<file path="src/hdl/smma_pkg.sv">
// ----------------------------------------------------------------------------
// smma_pkg
// Shared types and constants of the scaled matrix multiply-accumulate core.
// ----------------------------------------------------------------------------
package smma_pkg;

	localparam int MAX_ROWS  = 8;
	localparam int MAX_INNER = 8;
	localparam int MAX_COLS  = 8;

	localparam int IDX_W  = 3;
	localparam int ELEM_W = 16;
	localparam int PROD_W = 32;
	localparam int SUM_W  = 36;

	localparam logic [1:0] CMD_WRITE_A = 2'd0;
	localparam logic [1:0] CMD_WRITE_B = 2'd1;
	localparam logic [1:0] CMD_WRITE_C = 2'd2;
	localparam logic [1:0] CMD_COMPUTE = 2'd3;

	localparam logic [2:0] REG_ALPHA = 3'd0;
	localparam logic [2:0] REG_BETA  = 3'd1;
	localparam logic [2:0] REG_ROWS  = 3'd2;
	localparam logic [2:0] REG_INNER = 3'd3;
	localparam logic [2:0] REG_COLS  = 3'd4;

	typedef enum logic [1:0] {
		ST_IDLE,
		ST_LOAD,
		ST_RUN,
		ST_SCALE
	} state_t;

endpackage

</file>
<file path="src/hdl/smma_scale.sv">
// ----------------------------------------------------------------------------
// smma_scale
// Output scaling: alpha*sum + beta*C*256, floor shift by 16, Q8.8 saturation.
// The products are registered while phase is low; the sum is combinational.
// ----------------------------------------------------------------------------
module smma_scale (
	input  logic                                clk,
	input  logic signed [smma_pkg::SUM_W-1:0]   sum,
	input  logic signed [smma_pkg::ELEM_W-1:0]  alpha,
	input  logic signed [smma_pkg::ELEM_W-1:0]  beta,
	input  logic signed [smma_pkg::ELEM_W-1:0]  c_old,
	input  logic                                phase,
	output logic signed [smma_pkg::ELEM_W-1:0]  result
);

	// sum split into low 18 bits (unsigned) and high 18 bits (signed)
	logic signed [35:0] lo_prod_s1;
	logic signed [35:0] hi_prod_s1;
	logic signed [31:0] bc_s1;
	logic signed [59:0] total;
	logic signed [43:0] shifted;

	always_ff @(posedge clk) begin
		if (!phase) begin
			lo_prod_s1 <= alpha * $signed({1'b0, sum[17:0]});
			hi_prod_s1 <= alpha * $signed(sum[35:18]);
			bc_s1      <= beta * c_old;
		end
	end

	always_comb begin
		total = (60'(hi_prod_s1) <<< 18) + 60'(lo_prod_s1) + (60'(bc_s1) <<< 8);
		shifted = total[59:16];
		if (shifted > 44'sd32767)
			result = 16'sh7fff;
		else if (shifted < -44'sd32768)
			result = 16'sh8000;
		else
			result = shifted[15:0];
	end

endmodule
</file>
<file path="config.mk">
export PLATFORM = sky130hd
export DESIGN_NAME = smma_scale
export DESIGN_NICKNAME = d
export VERILOG_FILES = /design/src/hdl/smma_pkg.sv /design/src/hdl/smma_scale.sv
export SDC_FILE = /design/constraint.sdc
export NUM_CORES = 2
export LEC_CHECK = 0
export BUFFER_PORTS_ARGS = -buffer_cell sky130_fd_sc_hd__buf_2
export CELL_PAD_IN_SITES_DETAIL_PLACEMENT = 1
export CELL_PAD_IN_SITES_GLOBAL_PLACEMENT = 1
export CORE_MARGIN = 3
export CORE_UTILIZATION = 35
export DETAILED_ROUTE_END_ITERATION = 8
export PLACE_DENSITY = 0.61
export SKIP_CTS_REPAIR_TIMING = 1
export SYNTH_ARGS = -nofsm -noshare
export SYNTH_HDL_FRONTEND = slang
export SYNTH_SLANG_ARGS = --single-unit
</file>
<file path="constraint.sdc">
create_clock -name clk -period 12.18 [get_ports clk]
set_input_delay 0.609 -clock clk [delete_from_list [all_inputs] [get_ports clk]]
set_output_delay 0.609 -clock clk [all_outputs]
set_load 0.005 [all_outputs]
</file>
==> impl_metrics.ini <==
[sta]
post-route-period-util_pct = 63.03
fin_crit_ps = 7677
final_max_slew_viol_count = 0
finalSetupTns_ps = 0
clock.fmax_mhz = 130.3
rsz0062_at_grt = no
final_hold_viol_count = 0
setup_viol = 0
fin_hold_ws_ps = 662.3
slew_headroom_pct = 34.95
tightest_slew_ps = 975.7

[setup_path]
crit_path_end = hi_prod_s1[32]
critPathArrivalTime_ps = 7800
critPathRequiredTime_ps = 12300
cp_max_fo = 36
startpoint = alpha[2]
crit_path_end_kind = flop
start_kind = primary input
crit_type = in -> reg

[die]
die_h_um = 326.2
dieWidth_um = 326.2
dieArea_sq_mm = 0.1064
pin_count = 102
coreArea_sq_mm = 0.1009
row_count = 116
start_util_pct = 35.58

[global_route]
grt_use_total_pct = 18.92
grt_pass1_vias = 27750
grt_max_degree = 74
grt_pass1_wl_mm = 159.4
antenna_found_initial = 5
grt_overflow = 0

[run]
maxCapViolCount = 0

[routing]
drtPass1Iterations = 5
dr.first_iter.drc_count = 1003
wl_per_cell_um = 18.76
routed_wl_mm = 96.95
vias = 24630
drc = 0
drt-vias-per-instance = 4.764
postRouteAntennaNets = 0

[placement]
place_congestion = 0.8257
placed_area_sq_mm = 0.03763
dpl.hpwl_mm = 78.96
port_buffers = 101

[logic_synthesis]
synth-seq-cells = 93
synthArstFlopShare_pct = 0
ys_types = 82
syn_inst = 3823
syn_area_sq_mm = 0.03589
syn_nets = 5059
yosys_warnings = 0
synth_enable_flop_cells = 93
ys_seq_area_share_pct = 7.780
avgSynthCellArea_sq_um = 9.389
ys.flop_type = edfxtp_1

[layout]
syn2layout_area_growth_pct = 5.664
fin_nets = 5042
drive_gt1_share_pct = 4.120
final_area_sq_mm = 0.03793
final_util_pct = 37.60
fillers = 11650

[clock_network]
root_buffer = clkbuf_16
cts_sinks = 93
cts_tree = done
cts_buffers = 9
clk_pin_slew_ps = 70
clockBufferDepth = 2
cts.htree.levels = 3

[run_status]
status = finished, final reports clean

[worst_hold_path]
hp-class = in -> reg
metal layers:
layer | GRT usage (%) | share of wire [%] | routed length (um) | vias up
li1 | - | - | - | 11420
met1 | 28.40 | 50 | 48740 | 12820
met2 | 30.95 | 46 | 44680 | 326
met3 | 0.9224 | 2.5 | 2446 | 55
met4 | 2.681 | 1.1 | 1082 | 0
met5 | 0 | 0 | 0 | -
flip-flops by register name (all words and copies together), names as in the netlist:
signal / count
lo_prod_s1: 27
bc_s1: 32
hi_prod_s1: 34
final cells by class:
class / count / area (sq um) / share of cell area (%)
Antenna cell: 1 / 2.502 / 0.006598
Tap cell: 1357 / 1698 / 4.477
Multi-Input combinational cell: 2676 / 29130 / 76.82
Inverter: 917 / 3445 / 9.082
Clock buffer: 9 / 225.2 / 0.5938
Sequential cell: 93 / 2793 / 7.363
Timing Repair Buffer: 109 / 565.5 / 1.491
Clock inverter: 7 / 65.06 / 0.1715
synth_stat cells, types with 6 or more instances:
master	number	area share (%)
xnor2_1	103	2.5
clkbuf_1	127	1.3
a211oi_1	14	0.29
edfxtp_1	93	7.8
nand2_1	444	4.6
and2_1	396	6.9
nand3_1	27	0.38
o31ai_1	7	0.15
and3_1	16	0.28
xor2_1	23	0.56
nor2b_1	10	0.17
fa_1	807	45
a21o_1	53	1.1
o21a_1	11	0.23
o21ai_0	42	0.59
nor4_1	6	0.10
ha_1	343	12
inv_1	917	9.6
nand2b_1	25	0.44
nor3_1	24	0.33
a21boi_0	6	0.13
nor2_1	97	1.0
a21oi_1	84	1.2
a31oi_1	15	0.26
o21bai_1	15	0.31
nand4_1	12	0.21
cells by family (layout without fill, tap and decap cells):
family	after synthesis	after routing	synth area share [%]
buffers and inverters	1054	1042	11.07
other	0	1	0
and+or+nand+nor	1094	1094	15.30
muxes	3	3	0.08714
AOI/OAI and AO/OA	303	303	5.724
DFF	93	93	7.780
xor gates and xnor gates	126	126	3.074
adders and majority gates	1150	1150	56.96
how the worst min path moves through the flow:
stage / cells past startpoint / startpoint / to
4_1_cts: 2 / phase / hi_prod_s1[33]
5_1_grt: 2 / phase / hi_prod_s1[33]
3_3_place_gp: 2 / phase / hi_prod_s1[29]
3_5_place_dp: 2 / phase / hi_prod_s1[33]
6_report: 2 / phase / hi_prod_s1[33]
2_1_floorplan: 1 / c_old[0] / bc_s1[0]
metrics by stage:
step / cells / setup slack (ps)
3_3_place_gp: 5152 / 4170
5_1_grt: 5168 / 4014
2_1_floorplan: 3823 / 5133
3_5_place_dp: 5152 / 4105
4_1_cts: 5168 / 4462
6_report: 5169 / 4503
layout by cell type, fill, tap and decap left out, types with 27 or more instances in the layout:
| cell | n |
|---|---|
| edfxtp_1 | 93 |
| inv_1 | 916 |
| nand2_1 | 444 |
| a21o_1 | 53 |
| buf_2 | 101 |
| o21ai_0 | 42 |
| a21oi_1 | 84 |
| ha_1 | 343 |
| xnor2_1 | 103 |
| nor2_1 | 97 |
| fa_1 | 807 |
| nand3_1 | 27 |
| and2_1 | 396 |
critical path, cell delays in order:
cell	delay (ps)
buf_2	730
nand2_1	170
fa_1	530
fa_1	540
fa_1	530
inv_1	50
fa_1	490
fa_1	550
inv_1	60
fa_1	540
inv_1	40
ha_1	330
o21ai_0	190
nand2b_1	130
nand2_1	120
nor4b_1	60
o31ai_1	410
a21oi_1	210
a31oi_1	300
o31ai_1	150
o41ai_1	560
o2111ai_1	210
a21oi_1	200
xnor2_1	80
Power is left out: the tool's default activity adds up to more than one toggle a clock period on the data nets, which glitch-free logic cannot reach.
