==> src/hdl/smma_pkg.sv <==
// ----------------------------------------------------------------------------
// smma_pkg
// Shared types and constants of the scaled matrix multiply-accumulate core.
// ----------------------------------------------------------------------------
package smma_pkg;

	localparam int MAX_ROWS  = 8;
	localparam int MAX_INNER = 8;
	localparam int MAX_COLS  = 8;

	localparam int IDX_W  = 3;
	localparam int ELEM_W = 16;
	localparam int PROD_W = 32;
	localparam int SUM_W  = 36;

	localparam logic [1:0] CMD_WRITE_A = 2'd0;
	localparam logic [1:0] CMD_WRITE_B = 2'd1;
	localparam logic [1:0] CMD_WRITE_C = 2'd2;
	localparam logic [1:0] CMD_COMPUTE = 2'd3;

	localparam logic [2:0] REG_ALPHA = 3'd0;
	localparam logic [2:0] REG_BETA  = 3'd1;
	localparam logic [2:0] REG_ROWS  = 3'd2;
	localparam logic [2:0] REG_INNER = 3'd3;
	localparam logic [2:0] REG_COLS  = 3'd4;

	typedef enum logic [1:0] {
		ST_IDLE,
		ST_LOAD,
		ST_RUN,
		ST_SCALE
	} state_t;

endpackage

==> src/hdl/smma_mac_cell.sv <==
// ----------------------------------------------------------------------------
// smma_mac_cell
// One cell of the dot-product chain: multiplies its a and b element and adds
// the previous cell's partial sum when use_term is set, passing the sum on.
// ----------------------------------------------------------------------------
module smma_mac_cell (
	input  logic                                clk,
	input  logic                                arst_n,
	input  logic                                en,
	input  logic signed [smma_pkg::ELEM_W-1:0]  a,
	input  logic signed [smma_pkg::ELEM_W-1:0]  b,
	input  logic                                use_term,
	input  logic signed [smma_pkg::SUM_W-1:0]   sum_in,
	output logic signed [smma_pkg::SUM_W-1:0]   sum_out
);

	logic signed [smma_pkg::PROD_W-1:0] prod;

	assign prod = a * b;

	always_ff @(posedge clk or negedge arst_n) begin
		if (!arst_n) begin
			sum_out <= '0;
		end else if (en) begin
			sum_out <= use_term ? sum_in + smma_pkg::SUM_W'(prod) : sum_in;
		end
	end

endmodule

==> config.mk <==
export PLATFORM = sky130hd
export DESIGN_NAME = smma_mac_cell
export DESIGN_NICKNAME = d
export VERILOG_FILES = /design/src/hdl/smma_pkg.sv /design/src/hdl/smma_mac_cell.sv
export SDC_FILE = /design/constraint.sdc
export NUM_CORES = 1
export LEC_CHECK = 0
export BUFFER_PORTS_ARGS = -buffer_cell sky130_fd_sc_hd__clkbuf_2
export CORE_MARGIN = 1.5
export CORE_UTILIZATION = 40
export DETAILED_ROUTE_END_ITERATION = 10
export SETUP_SLACK_MARGIN = 0.2
export SYNTH_ARGS = -nofsm -noshare
export SYNTH_HDL_FRONTEND = slang
export SYNTH_SLANG_ARGS = --single-unit
==> constraint.sdc <==
create_clock -name clk -period 1.1 [get_ports clk]
set_input_delay 0 -clock clk [delete_from_list [all_inputs] [get_ports clk]]
set_output_delay 0 -clock clk [all_outputs]
set_load 0.02 [all_outputs]
==> impl_metrics.sql <==
INSERT INTO impl_metrics (metric_group, metric, value, unit) VALUES
('outcome', 'outcome', 'finished with violations', ''),
('outcome', 'violations', 'setup timing', ''),
('worst_setup_path', 'reg2reg_to', 'sum_out[35]', ''),
('min_path', 'hp-class', 'input port to register', ''),
('clock_tree', 'cts-root-buf', 'sky130_fd_sc_hd__clkbuf_16', ''),
('synth', 'yosys-mux-area-fraction', '0.0171', ''),
('final_layout', 'layout.cells.non_filler', '2218', ''),
('timing', 'slew-limit-headroom', '0.669', ''),
('routing', 'detail-route-antenna-nets', '0', ''),
('clock_tree', 'clk_transition_reported_paths', '60', 'ps'),
('synth', 'post-synth-top-area-cell', 'sky130_fd_sc_hd__fa_1', ''),
('final_layout', 'fillerInstances', '2932', ''),
('synth', 'synth.lib_cells_used.distinct', '53', ''),
('routing', 'first_pass_iters', '4', ''),
('clock_tree', 'sinks_on_clock_net', '36', ''),
('final_layout', 'numnets_final', '2268', ''),
('timing', 'fin_worst_skew', '0', 'ps'),
('synth', 'synthesized_instance_count', '1450', ''),
('floorplan', 'die_width', '186', 'um'),
('final_layout', 'drive_above_1_share', '0.328', ''),
('final_layout', 'diode_count', '0', ''),
('floorplan', 'fp.dieArea', '0.0347', 'mm^2'),
('timing', 'report.final.hold_viol_count', '0', ''),
('floorplan', 'rows', '66', ''),
('clock_tree', 'cts_made_buffers', '5', ''),
('timing', 'timing.fmax', '184', 'MHz'),
('worst_setup_path', 'crit_path_start_kind', 'input port', ''),
('synth', 'asyncSetResetFlopFracSynth', '1.00', ''),
('synth', 'number_of_storage_elements_in_the_synthesis_netlist', '36', ''),
('final_layout', 'post_route_cell_area', '0.0181', 'mm^2'),
('synth', 'dominant_combinational_cell_family_by_area_after_synthesis', 'adder cells', ''),
('timing', 'finalSetupViolCount', '35', ''),
('place', 'dp_hpwl', '30200', 'um'),
('timing', 'fin_crit', '5430', 'ps'),
('global_route', 'wire_length_of_the_first_global_routing_pass', '56600', 'um'),
('synth', 'synth_xor_area_frac', '0.0215', ''),
('synth', 'netlist_top_cells_area', 'sky130_fd_sc_hd__fa_1 47%, sky130_fd_sc_hd__inv_1 11%, sky130_fd_sc_hd__ha_1 10%', ''),
('routing', 'via_per_inst', '4.80', ''),
('worst_setup_path', 'critPathArrivalTime', '5610', 'ps'),
('clock_tree', 'htreeDepth', '2', ''),
('timing', 'timing.final.max_slew_violations', '0', ''),
('routing', 'routed_wirelength', '34300', 'um'),
('final_layout', 'final_common_cell', 'sky130_fd_sc_hd__inv_1', ''),
('timing', 'fin_crit_sh', '4.94', ''),
('synth', 'netlist_area', '0.0134', 'mm^2'),
('synth', 'post_synth_fa_ha_maj_area_fraction', '0.568', ''),
('global_route', 'grt_start_max_net_pins', '37', ''),
('min_path', 'count_of_cells_along_the_worst_hold_path', '3', ''),
('clock_tree', 'worst_skew_pair.late_latency', '280', 'ps'),
('place', 'numPlacedInstances', '2169', ''),
('synth', 'synth-seq-area-share', '0.0671', ''),
('run', 'max-cap-violations', '0', ''),
('synth', 'yosys_warnings', '0', ''),
('routing', 'average_wire_length_per_cell_after_detail_routing', '15.5', 'um'),
('synth', 'synthesis.nets', '1943', ''),
('worst_setup_path', 'timing.reg2reg.worst_path_depth', '4', ''),
('timing', 'timing.final.ws_setup', '-4330', 'ps'),
('synth', 'yosys.area_share.simple', '0.134', ''),
('final_layout', 'layout.cells.most_common_list', '358 x sky130_fd_sc_hd__inv_1, 290 x sky130_fd_sc_hd__fa_1, 200 x sky130_fd_sc_hd__buf_4', ''),
('final_layout', 'finish.utilization', '0.553', ''),
('synth', 'synth_compound_area_frac', '0.0707', ''),
('global_route', 'grt_pass1_vias', '11476', ''),
('timing', 'rsz0062_at_grt', 'true', ''),
('synth', 'number_of_flops_mapped_to_enable_cells_by_yosys', '0', ''),
('clock_tree', 'cts.path.max_buffers', '2', ''),
('global_route', 'grt_util_all_layers', '0.208', ''),
('timing', 'finalHoldWorstSlack', '33.9', 'ps'),
('place', 'placed_area', '0.0164', 'mm^2'),
('final_layout', 'top_regs', 'sum_out (36)', ''),
('worst_setup_path', 'ws_path_type', 'input port to register', ''),
('synth', 'yosys_most_used_dff', 'sky130_fd_sc_hd__dfrtp_1', '');
==> through the flow <==
step	setup slack, ps	TNS (ps)
5_1_grt	-4490	-128870
6_report	-4330	-123250
4_1_cts	-4420	-124010
2_1_floorplan	-4380	-115430
3_3_place_gp	-4730	-137190
3_5_place_dp	-4780	-138700
==> final cells by class <==
| cell class | instances | area (um^2) | share of cell area |
|---|---|---|---|
| multi-input cells | 977 | 12000 | 0.659 |
| repair buffers | 365 | 3090 | 0.170 |
| inverters | 390 | 1470 | 0.0811 |
| flip-flops and latches | 36 | 901 | 0.0497 |
| well taps | 442 | 553 | 0.0305 |
| clock buffers | 5 | 125 | 0.00690 |
| clock inverters | 3 | 42.5 | 0.00235 |
==> logic make-up after synthesis <==
family	Yosys count
flops	36
xor+xnor	33
mux	23
simple gates	361
buf+inv	437
compound gates	139
fa+ha+maj	421
==> what timing repair did <==
item / in CTS / in global routing
buffers inserted: 21 / 19
hold buffers: 1 / 0
gates resized for setup: 175 / 135
setup endpoints to repair: 36 / 36
pin swaps: 121 / 119
hold endpoints to repair: 36 / 0
==> per-layer routing <==
layer  vias to the layer above  GRT usage  part of all wire
met5                         -          0                 0
met4                         0     0.0335             0.013
met3                        28     0.0210             0.028
met2                       157      0.386              0.54
met1                      5509      0.267              0.42
li1                       4952          -                 -
==> synthesized netlist by cell type, types with 6 or more instances <==
cell type,number
sky130_fd_sc_hd__clkbuf_1,41
sky130_fd_sc_hd__xnor2_1,25
sky130_fd_sc_hd__mux2i_1,23
sky130_fd_sc_hd__a31oi_1,8
sky130_fd_sc_hd__ha_1,107
sky130_fd_sc_hd__inv_1,390
sky130_fd_sc_hd__nor2_1,54
sky130_fd_sc_hd__o21bai_1,6
sky130_fd_sc_hd__nand2_1,134
sky130_fd_sc_hd__buf_1,6
sky130_fd_sc_hd__and2_1,126
sky130_fd_sc_hd__a21o_1,15
sky130_fd_sc_hd__dfrtp_1,36
sky130_fd_sc_hd__fa_1,314
sky130_fd_sc_hd__nor2b_1,14
sky130_fd_sc_hd__o21ai_0,14
sky130_fd_sc_hd__nand3_1,8
sky130_fd_sc_hd__xor2_1,8
sky130_fd_sc_hd__a21oi_1,53
sky130_fd_sc_hd__o21a_1,6
==> critical path, cell delays in order <==
cell and delay, ps:
sky130_fd_sc_hd__clkbuf_4 180, sky130_fd_sc_hd__and2_4 160, sky130_fd_sc_hd__fa_1 520, sky130_fd_sc_hd__inv_1 60
sky130_fd_sc_hd__fa_2 580, sky130_fd_sc_hd__fa_1 420, sky130_fd_sc_hd__inv_2 70, sky130_fd_sc_hd__fa_2 470
sky130_fd_sc_hd__fa_1 530, sky130_fd_sc_hd__inv_2 40, sky130_fd_sc_hd__fa_1 520, sky130_fd_sc_hd__inv_2 50
sky130_fd_sc_hd__ha_4 250, sky130_fd_sc_hd__a21oi_4 180, sky130_fd_sc_hd__o21ai_2 80, sky130_fd_sc_hd__a221o_1 340
sky130_fd_sc_hd__a21oi_2 170, sky130_fd_sc_hd__o21ai_2 100, sky130_fd_sc_hd__a2111oi_2 320, sky130_fd_sc_hd__o21bai_1 150
sky130_fd_sc_hd__mux2i_1 140, sky130_fd_sc_hd__a311o_1 260
==> worst min-delay path by stage <==
| stage | start | endpoint | slack, ps |
|---|---|---|---|
| 2_1_floorplan | arst_n | sum_out[0] | -300 |
| 3_3_place_gp | arst_n | sum_out[33] | 70 |
| 3_5_place_dp | arst_n | sum_out[29] | 80 |
| 4_1_cts | sum_in[17] | sum_out[17] | 30 |
| 5_1_grt | sum_in[17] | sum_out[17] | 70 |
| 6_report | sum_in[17] | sum_out[17] | 30 |
Power is not shown: default switching activity piles up to over one toggle a cycle in this logic, so the estimate is an artifact.
